## src/rtl/ppt_pkg.sv

```systemverilog
// shared types, request and status codes for the pulse phase tracker
package ppt_pkg;

	localparam logic [1:0] REQ_PULSE = 2'd0;
	localparam logic [1:0] REQ_QUERY = 2'd1;
	localparam logic [1:0] REQ_CLEAR = 2'd2;

	localparam logic [2:0] ST_OK        = 3'd0;
	localparam logic [2:0] ST_BAD_CYCLE = 3'd1;
	localparam logic [2:0] ST_NO_PULSE  = 3'd2;
	localparam logic [2:0] ST_BEFORE    = 3'd3;
	localparam logic [2:0] ST_STALE     = 3'd4;

	localparam logic [31:0] STALE_LIMIT_RESET = 32'd2000000;
	localparam logic [10:0] US_PER_MS = 11'd1000;

	typedef struct packed {
		logic [1:0]  req_type;
		logic [63:0] time_us;
		logic [15:0] cycle_ms;
	} in_t;

	typedef struct packed {
		logic        ok;
		logic [9:0]  phase_ms;
		logic [2:0]  status;
		logic [31:0] pulse_total;
	} out_t;

	// true for the cycle lengths that divide one second evenly
	function automatic logic cycle_fits(input logic [15:0] c);
		logic fits;
		unique case (c)
			16'd1, 16'd2, 16'd4, 16'd5, 16'd8, 16'd10, 16'd20, 16'd25,
			16'd40, 16'd50, 16'd100, 16'd125, 16'd200, 16'd250, 16'd500,
			16'd1000: fits = 1'b1;
			default: fits = 1'b0;
		endcase
		return fits;
	endfunction

endpackage

```

## src/rtl/pulse_phase_tracker.sv

```systemverilog
// pulse phase tracker: digit-serial pulse age and phase computation
//
//  channel  direction  payload        handshake
//  in       input      ppt_pkg::in_t  in_valid / in_stall
//  out      output     ppt_pkg::out_t out_valid / out_stall
//  cfg      input      stale limit    cfg_we (write only)
//
// pulse, clear and unused request codes are taken in idle and give no transfer
// a query whose cycle or pulse check fails goes straight to done; other queries
// run a digit-serial 4-bit subtract and compare, then, unless now is before the
// pulse or the age is stale, a bit-serial divide by 1000 with a running mod-cycle
// remainder; the result sits in an output register, so a stall on out only holds
// in once the next query finishes; reset clears control state, limit is 2000000
module pulse_phase_tracker (
	input  logic           clk,
	input  logic           arst_n,
	input  logic           in_valid,
	output logic           in_stall,
	input  ppt_pkg::in_t   in_data,
	output logic           out_valid,
	input  logic           out_stall,
	output ppt_pkg::out_t  out_data,
	input  logic           cfg_we,
	input  logic [31:0]    cfg_wdata
);
	import ppt_pkg::*;

	// sequencer states
	localparam logic [1:0] S_IDLE = 2'd0;
	localparam logic [1:0] S_SUB  = 2'd1;
	localparam logic [1:0] S_DIV  = 2'd2;
	localparam logic [1:0] S_DONE = 2'd3;

	localparam logic [4:0] SUB_LAST = 5'd15;
	localparam logic [4:0] DIV_LAST = 5'd31;

	logic [1:0]  state_q;
	logic [4:0]  cnt_q;

	// tracker state
	logic [63:0] last_pulse_q;
	logic        pulse_seen_q;
	logic [31:0] pulse_count_q;
	logic [31:0] stale_q;

	// query working registers
	logic [63:0] t_q;        // current time, turns into the age digit by digit
	logic [63:0] lp_q;       // pulse time, shifted out a digit per cycle
	logic [31:0] lim_q;      // stale limit, shifts in zeros above bit 31
	logic        borrow_q;
	logic        gt_q;       // age so far greater than limit so far
	logic [9:0]  cyc_q;
	logic [9:0]  rem_q;      // remainder of age by 1000
	logic [9:0]  rcyc_q;     // quotient modulo cycle
	logic [2:0]  status_q;
	logic [31:0] total_q;

	logic        out_valid_q;
	out_t        out_q;

	logic        in_xfer;
	logic        query;
	logic        out_load;

	logic [4:0]  diff5;
	logic [3:0]  dig;
	logic [3:0]  lim_dig;
	logic        gt_next;

	logic [10:0] trial;
	logic        qbit;
	logic [9:0]  rem_next;
	logic [10:0] trial_c;
	logic [9:0]  rcyc_next;

	assign in_stall  = (state_q != S_IDLE);
	assign in_xfer   = in_valid && !in_stall;
	assign query     = in_xfer && (in_data.req_type == REQ_QUERY);
	assign out_valid = out_valid_q;
	assign out_data  = out_q;
	assign out_load  = (state_q == S_DONE) && (!out_valid_q || !out_stall);

	// one 4-bit digit of now minus pulse, lsb digit first
	assign diff5   = {1'b0, t_q[3:0]} - {1'b0, lp_q[3:0]} - {4'd0, borrow_q};
	assign dig     = diff5[3:0];
	assign lim_dig = lim_q[3:0];
	// a higher digit decides, equal digits keep the lower verdict
	assign gt_next = (dig > lim_dig) || ((dig == lim_dig) && gt_q);

	// restoring divide by 1000, msb of the 32-bit age first
	assign trial    = {rem_q, t_q[31]};
	assign qbit     = (trial >= US_PER_MS);
	assign rem_next = qbit ? 10'(trial - US_PER_MS) : trial[9:0];
	// quotient bits fold into a remainder by the cycle length
	assign trial_c   = {rcyc_q, qbit};
	assign rcyc_next = (trial_c >= {1'b0, cyc_q}) ? 10'(trial_c - {1'b0, cyc_q})
	                                              : trial_c[9:0];

	// stale limit register
	always_ff @(posedge clk or negedge arst_n) begin
		if (!arst_n) begin
			stale_q <= STALE_LIMIT_RESET;
		end else if (cfg_we) begin
			stale_q <= cfg_wdata;
		end
	end

	// pulse and clear update the tracker at transfer
	always_ff @(posedge clk or negedge arst_n) begin
		if (!arst_n) begin
			last_pulse_q  <= '0;
			pulse_seen_q  <= 1'b0;
			pulse_count_q <= '0;
		end else if (in_xfer) begin
			if (in_data.req_type == REQ_PULSE) begin
				last_pulse_q  <= in_data.time_us;
				pulse_seen_q  <= 1'b1;
				pulse_count_q <= pulse_count_q + 32'd1;
			end else if (in_data.req_type == REQ_CLEAR) begin
				last_pulse_q  <= '0;
				pulse_seen_q  <= 1'b0;
				pulse_count_q <= '0;
			end
		end
	end

	// sequencer
	always_ff @(posedge clk or negedge arst_n) begin
		if (!arst_n) begin
			state_q <= S_IDLE;
			cnt_q   <= '0;
		end else begin
			unique case (state_q)
				S_IDLE: begin
					cnt_q <= '0;
					if (query) begin
						if (!cycle_fits(in_data.cycle_ms) || !pulse_seen_q) begin
							state_q <= S_DONE;
						end else begin
							state_q <= S_SUB;
						end
					end
				end
				S_SUB: begin
					if (cnt_q == SUB_LAST) begin
						cnt_q <= '0;
						// borrow out means now before pulse
						if (diff5[4] || gt_next) begin
							state_q <= S_DONE;
						end else begin
							state_q <= S_DIV;
						end
					end else begin
						cnt_q <= cnt_q + 5'd1;
					end
				end
				S_DIV: begin
					if (cnt_q == DIV_LAST) begin
						cnt_q   <= '0;
						state_q <= S_DONE;
					end else begin
						cnt_q <= cnt_q + 5'd1;
					end
				end
				S_DONE: begin
					if (out_load) begin
						state_q <= S_IDLE;
					end
				end
				default: state_q <= S_IDLE;
			endcase
		end
	end

	// query datapath
	always_ff @(posedge clk) begin
		unique case (state_q)
			S_IDLE: begin
				t_q      <= in_data.time_us;
				lp_q     <= last_pulse_q;
				lim_q    <= stale_q;
				borrow_q <= 1'b0;
				gt_q     <= 1'b0;
				cyc_q    <= in_data.cycle_ms[9:0];
				rem_q    <= '0;
				rcyc_q   <= '0;
				total_q  <= pulse_count_q;
				priority if (!cycle_fits(in_data.cycle_ms)) begin
					status_q <= ST_BAD_CYCLE;
				end else if (!pulse_seen_q) begin
					status_q <= ST_NO_PULSE;
				end else begin
					status_q <= ST_OK;
				end
			end
			S_SUB: begin
				t_q      <= {dig, t_q[63:4]};
				lp_q     <= {4'd0, lp_q[63:4]};
				lim_q    <= {4'd0, lim_q[31:4]};
				borrow_q <= diff5[4];
				gt_q     <= gt_next;
				if (cnt_q == SUB_LAST) begin
					priority if (diff5[4]) begin
						status_q <= ST_BEFORE;
					end else if (gt_next) begin
						status_q <= ST_STALE;
					end else begin
						status_q <= ST_OK;
					end
				end
			end
			S_DIV: begin
				t_q    <= {t_q[62:0], 1'b0};
				rem_q  <= rem_next;
				rcyc_q <= rcyc_next;
			end
			S_DONE: begin
			end
			default: begin
			end
		endcase
	end

	// output register
	always_ff @(posedge clk or negedge arst_n) begin
		if (!arst_n) begin
			out_valid_q <= 1'b0;
		end else if (out_load) begin
			out_valid_q <= 1'b1;
		end else if (!out_stall) begin
			out_valid_q <= 1'b0;
		end
	end

	always_ff @(posedge clk) begin
		if (out_load) begin
			out_q.ok          <= (status_q == ST_OK);
			out_q.phase_ms    <= (status_q == ST_OK) ? rcyc_q : '0;
			out_q.status      <= status_q;
			out_q.pulse_total <= total_q;
		end
	end

`ifndef ASSERT_OFF
	a_ok_matches_status: assert property (@(posedge clk) disable iff (!arst_n)
		out_valid_q |-> (out_q.ok == (out_q.status == ST_OK)))
		else $error("ok flag disagrees with status");

	a_phase_zero_not_ok: assert property (@(posedge clk) disable iff (!arst_n)
		(out_valid_q && !out_q.ok) |-> (out_q.phase_ms == '0))
		else $error("phase not zero on failed query");

	a_div_bounds: assert property (@(posedge clk) disable iff (!arst_n)
		(state_q == S_DIV) |-> ((rem_q < US_PER_MS) && (rcyc_q < cyc_q)))
		else $error("divider remainder out of range");

	a_bad_cycle_fast: assert property (@(posedge clk) disable iff (!arst_n)
		(query && !cycle_fits(in_data.cycle_ms)) |=>
		((state_q == S_DONE) && (status_q == ST_BAD_CYCLE)))
		else $error("bad cycle query not answered at once");

	a_sub_length: assert property (@(posedge clk) disable iff (!arst_n)
		((state_q == S_SUB) && (cnt_q == SUB_LAST)) |=> (state_q != S_SUB))
		else $error("subtract phase overran");
`endif

endmodule
```

## config.mk

```make
export PLATFORM = sky130hd
export DESIGN_NAME = pulse_phase_tracker
export DESIGN_NICKNAME = d
export VERILOG_FILES = /design/src/rtl/ppt_pkg.sv /design/src/rtl/pulse_phase_tracker.sv
export SDC_FILE = /design/constraint.sdc
export NUM_CORES = 1
export LEC_CHECK = 0
export ABC_AREA = 1
export BUFFER_PORTS_ARGS = -buffer_cell sky130_fd_sc_hd__buf_4
export CAP_MARGIN = 20
export CELL_PAD_IN_SITES_DETAIL_PLACEMENT = 1
export CELL_PAD_IN_SITES_GLOBAL_PLACEMENT = 2
export CORE_ASPECT_RATIO = 1.2
export CORE_MARGIN = 3
export CORE_UTILIZATION = 39
export DETAILED_ROUTE_END_ITERATION = 7
export PLACE_DENSITY = 0.85
export RECOVER_POWER = 25
export SETUP_SLACK_MARGIN = 0.3
export SLEW_MARGIN = 20
export SYNTH_ARGS = -nofsm -noshare
export SYNTH_HDL_FRONTEND = slang
export SYNTH_SLANG_ARGS = --single-unit
export TNS_END_PERCENT = 20
```

## constraint.sdc

```tcl
create_clock -name clk -period 5.3 [get_ports clk]
set_clock_uncertainty 0.2 [all_clocks]
set_input_delay 0 -clock clk [delete_from_list [all_inputs] [get_ports clk]]
set_output_delay 0 -clock clk [all_outputs]
set_load 0.01 [all_outputs]
```

==> flow_summary.yaml <==
placement:
  placed_area_mm2: 0.0199
  hpwlAfterDp_um: 31600
  port_buffers: 166
  dp_cells: 2455
  gp_congestion: 0.806
final_layout:
  drive_above_1_share_pct: 10.6
  nets: 2294
  fin_area_mm2: 0.0236
  syn2layout_area_growth_pct: 30.8
  instances_no_fill: 2787
  fin_util_pct: 52.1
critical_path:
  critPathMaxStageDelay_ns: 1.72
  crit_path_end_kind: "async pin"
  crit_chain: "dlygate4sd3_1, dlygate4sd3_1, clkbuf_1, clkbuf_2"
  reg2reg_to: "rcyc_q[9]"
  rrSetupSlack_ns: 1.99
  worst-setup-path-type: "input pin to async pin"
  cp_num_buf_inv: 4
  critPathArrivalTime_ns: 3.68
  cp-endpoint: "last_pulse_q[1]"
  startpoint: "arst_n"
  worstSetupStartpointType: "input pin"
  worst_path_dominant_cell_family: "buffers and inverters"
  r2r-start: "rem_q[2]"
  rr_worst_depth: 17
  crit_path_max_fanout: 76
  slowest_stage: "clkbuf_2"
  crit_top_cell: "dlygate4sd3_1"
  required_ns: 5.32
  worst-path-stages: 4
floorplanning:
  fp.dieW_um: 202
  die_h_um: 242
  core_mm2: 0.0453
  io_pins: 167
  die_area_mm2: 0.0489
  start_util_pct: 39.8
  rows: 85
clock_tree:
  numCtsBuffers: 43
  clk_pin_slew_ns: 0.06
  cts_setup_buffers: 0
  htree_levels: 2
  tritoncts: "built"
  clockBufferDepth: 3
  clkLatencyLatePin_ns: 0.57
  cts.sinks: 410
  cts_root_buf: "clkbuf_16"
logic_synthesis:
  synthTopCellsByArea: "edfxtp_1 45%, dfrtp_1 18%, nand2_1 7.9%"
  avgSynthCellArea_um2: 10.4
  synth.yosys.seq_area_share_pct: 64.5
  synth_area_mm2: 0.0180
  syn_inst: 1736
  syn-num-nets: 1889
  yosys.area.top_type: "edfxtp_1"
  synth_seq_cells: 410
  synth_top_area_share_pct: 45.4
  yosysUniqueCellTypes: 47
  yosysWarnings: 0
route:
  first_pass_iters: 5
  viasPerCell: 5.05
  postRouteAntennaNets: 0
  routed-via-count: 14100
  drtIter0Drc: 727
  routedWlPerCell_um: 19.4
  routed_wl_um: 53900
  drc_errors: 0
sta:
  worst_hold_slack_ns: 0.0117
  rsz0062_at_grt: "no"
  fmax_mhz: 273
  fin_crit_sh_pct: 69.1
  drv_slew: 132
  hold_viol: 0
  setup_tns_ns: 0
  slew_headroom_pct: -48.5
  worstMarginPinSlew_ns: 2.23
  setup_viol: 0
  fin_crit_ns: 3.66
pwr:
  leakagePower_nw: 9.82
  vdd_drop_max_mv: 0.373
  power.density_mw_per_mm2: 571
global_routing:
  grt_usage_pct: 22.1
  gr-total-overflow: 0
  antenna_found_initial: 4
  grt_pass1_wl_um: 86200
  grt_pass1_vias: 15600
  grt_max_degree: 102
run_status:
  status: "finished, violations left"
  violations: "capacitance limit, slew limit"
worst_hold_path:
  hp-class: "input pin to register"
job:
  cap_violations: 2
[worst min-delay path by stage]
stage               depth (start not counted)  slack, ns        start               end
finish                                      9       0.01  in_data[12]        state_q[1]
global route                                4       0.03  in_data[70]  last_pulse_q[54]
CTS                                         4     0.0005  in_data[54]  last_pulse_q[38]
detailed placement                          1      -0.05       arst_n  last_pulse_q[29]
global placement                            1      -0.05       arst_n  last_pulse_q[30]
floorplan                                   0      -0.50       arst_n          cnt_q[0]
[per-stage QoR]
stage / power [mW] / setup slack [ns]
2_1_floorplan: 8.68 / 0.376
4_1_cts: 13.6 / 2.04
5_1_grt: 14.4 / 1.24
3_3_place_gp: 10.0 / 2.21
3_5_place_dp: 10.3 / 2.04
6_report: 13.5 / 1.64
[cells in the final DEF, fill, tap and decap left out, drive strengths merged, types with 2 or more instances in the layout]
cell / count
a21o: 3
a21oi: 42
a31o: 2
a31oi: 2
a32o: 2
buf: 118
bufinv: 4
clkbuf: 125
clkinv: 11
dfrtp: 130
dfstp: 7
diode: 2
dlygate4sd3: 249
edfxtp: 273
fa: 3
ha: 31
inv: 278
nand2: 389
nand3: 43
nand3b: 6
nand4: 12
nor2: 104
nor3: 21
o211ai: 4
o21a: 4
o21ai: 217
o21bai: 2
o221ai: 62
o22ai: 9
or2: 3
xnor2: 4
xor2: 9
[sequential cells by signal, indices dropped and copies added (netlist names), 5 cells and up]
signal and flops:
cnt_q 5, cyc_q 10, last_pulse_q 64, lim_q 32
lp_q 64, out_data 46, pulse_count_q 32, rcyc_q 10
rem_q 10, stale_q 32, t_q 64, total_q 32
[per-layer routing]
| metal | wire (um) | GRT usage, % | vias to the layer above | part of all wire (%) |
|---|---|---|---|---|
| li1 | - | - | 6651 | - |
| met1 | 21700 | 26.6 | 7036 | 40 |
| met2 | 28600 | 40.5 | 280 | 53 |
| met3 | 1950 | 3.01 | 95 | 3.6 |
| met4 | 1650 | 7.52 | 2 | 3.1 |
| met5 | 7 | 0 | - | 0.013 |
[worst min-delay path, delay by kind of cell]
| kind | cells | cell delay, ns |
|---|---|---|
| simple gates | 8 | 0.67 |
| buf+inv | 1 | 0.08 |
[cells by family after synthesis]
family | after synthesis | synth area share [%]
compound gates | 351 | 11.5
simple gates | 582 | 13.5
flops | 410 | 64.5
xor+xnor | 13 | 0.631
buf+inv | 346 | 7.41
fa+ha+maj | 34 | 2.48
[timing repair]
item,in CTS,in global routing
hold buffers,250,0
setup endpoints to repair,0,0
hold endpoints to repair,331,0
gates resized for setup,0,0
[area by class of cell]
class / instances / area [um^2]
flip-flops and latches: 410 / 11600
repair buffers: 428 / 3610
clock inverters: 16 / 199
multi-input cells: 980 / 5110
fillers: 5031 / 21700
clock buffers: 64 / 1230
well taps: 609 / 762
diodes: 2 / 5.00
inverters: 278 / 1040
[synthesized netlist by cell type, drive strengths merged]
library cell    n
a21o            3
a21oi          42
a2bb2oi         1
a31o            2
a31oi           2
a32o            2
and2            1
and3            1
buf            22
clkbuf         46
clkinv          1
dfrtp         130
dfstp           7
edfxtp        273
fa              3
ha             31
inv           277
nand2         389
nand3          43
nand3b          6
nand4          12
nor2          104
nor3           21
nor3b           1
nor4            1
o211ai          4
o21a            4
o21ai         217
o21bai          2
o221ai         62
o22ai           9
o31ai           1
or2             3
xnor2           4
xor2            9
[report_power, final]
group / internal (mW) / leakage [nW] / switching, mW / total [mW]
clock network: 1.81 / 0.697 / 1.31 / 3.12
logic: 1.37 / 4.61 / 3.04 / 4.42
registers: 5.36 / 4.51 / 0.582 / 5.94
total: 8.55 / 9.82 / 4.94 / 13.5
Power figures use the tool's default switching activity.
